$ cat src/hdl/assert_macros.svh
// assertion helpers included by the edge table core rtl file
`ifndef ASSERT_MACROS_SVH
`define ASSERT_MACROS_SVH

`ifndef SYNTHESIS
`define AMET_ASSERT(label, clk, rstn, prop) \
  label: assert property (@(posedge clk) disable iff (!(rstn)) prop) \
    else $error("assertion failed");
`define AMET_ASSERT_ALWAYS(label, clk, prop) \
  label: assert property (@(posedge clk) prop) else $error("assertion failed");
`else
`define AMET_ASSERT(label, clk, rstn, prop)
`define AMET_ASSERT_ALWAYS(label, clk, prop)
`endif

`endif

$ cat src/hdl/amet_scan_unit.sv
`default_nettype none

// find-first over one matrix row, limited to columns in [col_start, bound)
module amet_scan_unit #(
  parameter int MAX_NODES = 16
) (
  input  wire logic [MAX_NODES-1:0]                row_bits,
  input  wire logic [$clog2(MAX_NODES)-1:0]        col_start,
  input  wire logic [$clog2(MAX_NODES+1)-1:0]      bound,
  output logic                                     hit,
  output logic [$clog2(MAX_NODES)-1:0]             hit_col
);

  localparam int IW = $clog2(MAX_NODES);

  always_comb begin
    hit     = 1'b0;
    hit_col = '0;
    // walk downward so the lowest qualifying column wins
    for (int i = MAX_NODES - 1; i >= 0; i--) begin
      if (row_bits[i] && (i >= int'(col_start)) && (i < int'(bound))) begin
        hit     = 1'b1;
        hit_col = IW'(i);
      end
    end
  end

endmodule

`default_nettype wire

$ cat config.mk
export PLATFORM = sky130hd
export DESIGN_NAME = amet_scan_unit
export DESIGN_NICKNAME = d
export VERILOG_FILES = /design/src/hdl/assert_macros.svh /design/src/hdl/amet_scan_unit.sv
export SDC_FILE = /design/constraint.sdc
export NUM_CORES = 1
export LEC_CHECK = 0
export BUFFER_PORTS_ARGS = -buffer_cell sky130_fd_sc_hd__clkbuf_2
export CORE_ASPECT_RATIO = 1.4
export CORE_MARGIN = 3
export CORE_UTILIZATION = 30
export DETAILED_ROUTE_END_ITERATION = 12
export GPL_ROUTABILITY_DRIVEN = 0
export PLACE_DENSITY = 0.56
export SLEW_MARGIN = 20
export SYNTH_ARGS = -nofsm -noshare
export SYNTH_HDL_FRONTEND = slang
export SYNTH_SLANG_ARGS = --single-unit
$ cat constraint.sdc
create_clock -name vclk -period 2.9
set_clock_uncertainty 0.2 [all_clocks]
set_input_delay 0.58 -clock vclk [all_inputs]
set_output_delay 0.58 -clock vclk [all_outputs]
set_load 0.01 [all_outputs]
==> results.py <==
metrics = {
    "power_and_ir_drop": {
        "powerDensity_mw_per_mm2": 175,
        "ir_drop_v": 0.0000646,
        "power_uw": 183,
        "p_leak_nw": 0.460,
    },
    "placed_design": {
        "dp_cells": 161,
        "dp.final_hpwl_um": 1980,
        "portBuffers": 30,
        "pre_cts_slack_ns": -0.105,
    },
    "sta": {
        "setup_violations": 1,
        "layout_setup_ws_ns": -0.0446,
        "timing.final.crit_period_ns": 2.94,
        "timing.hold.ws_ns": 1.48,
        "worstMarginPinSlew_ns": 0.380,
        "hold_viol": 0,
        "rsz0062_at_grt": "yes",
        "relSlewSlack_pct": 74.5,
        "finalCritPeriodShare_pct": 102,
        "slew_violations": 0,
        "fmaxAchievable_ghz": 0.340,
    },
    "routing": {
        "drc_errors": 0,
        "num_vias": 963,
        "vias_per_cell": 5.91,
        "ant_nets": 0,
        "drt_first_iter_violations": 16,
        "first_pass_iters": 4,
        "wl_per_cell_um": 15.3,
        "wl_um": 2500,
    },
    "floorplanning": {
        "die_area_mm2": 0.00287,
        "die_x_um": 46.1,
        "start_util_pct": 33.0,
        "core-area_mm2": 0.00204,
        "die_h_um": 62.2,
        "rows": 19,
        "num_io_pins": 30,
    },
    "global_routing": {
        "grt_pass1_vias": 961,
        "grt-ovfl-total": 0,
        "antenna_found_initial": 0,
        "grt_max_degree": 10,
        "gr-usage-all-layers_pct": 17.0,
        "grt_pass1_wl_um": 3950,
    },
    "worst_hold_path": {
        "min_path_type": "in -> out",
    },
    "critical_path": {
        "end_kind": "output pin",
        "worstSetupPathType": "in -> out",
        "cp_max_fo": 4,
        "cp-start-kind": "primary input",
        "cp.arrival_ns": 2.16,
        "crit_required_ns": 2.12,
    },
    "synthesis": {
        "yosys_warnings": 0,
        "yosysUniqueCellTypes": 51,
        "synth_nets": 123,
        "syn_avg_cell_area_um2": 6.89,
        "synthCells": 98,
        "synth_area_um2": 676,
        "ys_seq_area_share_pct": 0,
    },
    "layout": {
        "nFillCells": 212,
        "final_cell_mix": "clkbuf_2, buf_4, a21oi_1, nand2_1",
        "regArea_um2": 0,
        "drive_gt1_share_pct": 52.1,
        "final_util_pct": 51.2,
        "clock_buffers": 0,
        "n_antenna_cell": 0,
        "final_common_cell": "clkbuf_2",
        "layout.nets": 169,
        "layoutNonFillerInstCount": 163,
        "n_sequential_cell": 0,
        "area_growth_pct": 54.8,
    },
    "clock_network": {
        "postCtsHoldBufs": 0,
    },
    "outcome": {
        "violations": "setup timing",
        "status": "finished with violations",
    },
    "flow_run": {
        "cap_violations": 0,
    },
}
## worst max-delay path: stages
cell,delay [ns]
buf_6,0.09
or2_4,0.26
o311ai_4,0.29
o22a_2,0.22
nor4b_4,0.21
or3b_1,0.36
buf_2,0.14
## Yosys cell counts (2+ instances only)
library cell  count  share of area (%)
o22ai_1           2                1.9
a31oi_1           2                1.9
nand2_1           7                3.9
nor2b_1           3                2.8
a211o_1           2                2.6
nand3_1           5                3.7
a211oi_1          3                3.3
o21a_1            2                2.2
nand4_1           3                2.8
inv_1             2                1.1
o211ai_1          4                4.4
nand2b_1          2                1.9
o21ai_0           2                1.5
nor2_1            5                2.8
a21oi_1           9                6.7
and2_1            3                2.8
nor3_1            3                2.2
buf_2             3                2.2
buf_4             3                3.3
a21o_2            2                2.6
## cells by family (layout without fill, tap and decap cells)
group | after synthesis | in the layout | synth area share (%)
buf+inv | 11 | 55 | 9.63
compound gates | 43 | 43 | 50.4
simple gates | 44 | 44 | 40.0
## cell type report
cell class | count | area (um^2) | share of cell area, %
Inverter | 3 | 11.3 | 1.08
Multi-Input combinational cell | 87 | 681 | 65.1
Tap cell | 21 | 26.3 | 2.51
Timing Repair Buffer | 52 | 328 | 31.3
## repair_timing
action / 4_1_cts / 5_1_grt
buffers inserted: 1 / 1
setup endpoints to repair: 4 / 5
gates resized for setup: 4 / 19
pin swaps: 3 / 3
## power by group
part | total (mW) | switching [mW] | leakage [nW] | internal [mW]
logic | 0.183 | 0.0924 | 0.460 | 0.0910
registers | 0 | 0 | 0 | 0
clock network | 0 | 0 | 0 | 0
## metal layers
layer,vias up,wire length [um],global-route usage [%],part of all wire [%]
li1,479,-,-,-
met1,441,956,19.7,38
met2,35,1280,29.7,51
met3,8,169,1.73,6.8
met4,0,93,6.76,3.7
met5,-,0,0,0
## path summary, 6_finish.rpt
kind	cells after the start	end	start
min	4	hit_col[0]	row_bits[0]
max	7	hit	bound[0]
## metrics by stage
step           setup TNS [ns]  cell area (um^2)
4_1_cts               -0.0294               985
2_1_floorplan               0               676
6_report              -0.0446              1050
3_3_place_gp           -0.143               948
5_1_grt                -0.138              1050
3_5_place_dp           -0.236               948
Power figures use the tool's default switching activity.
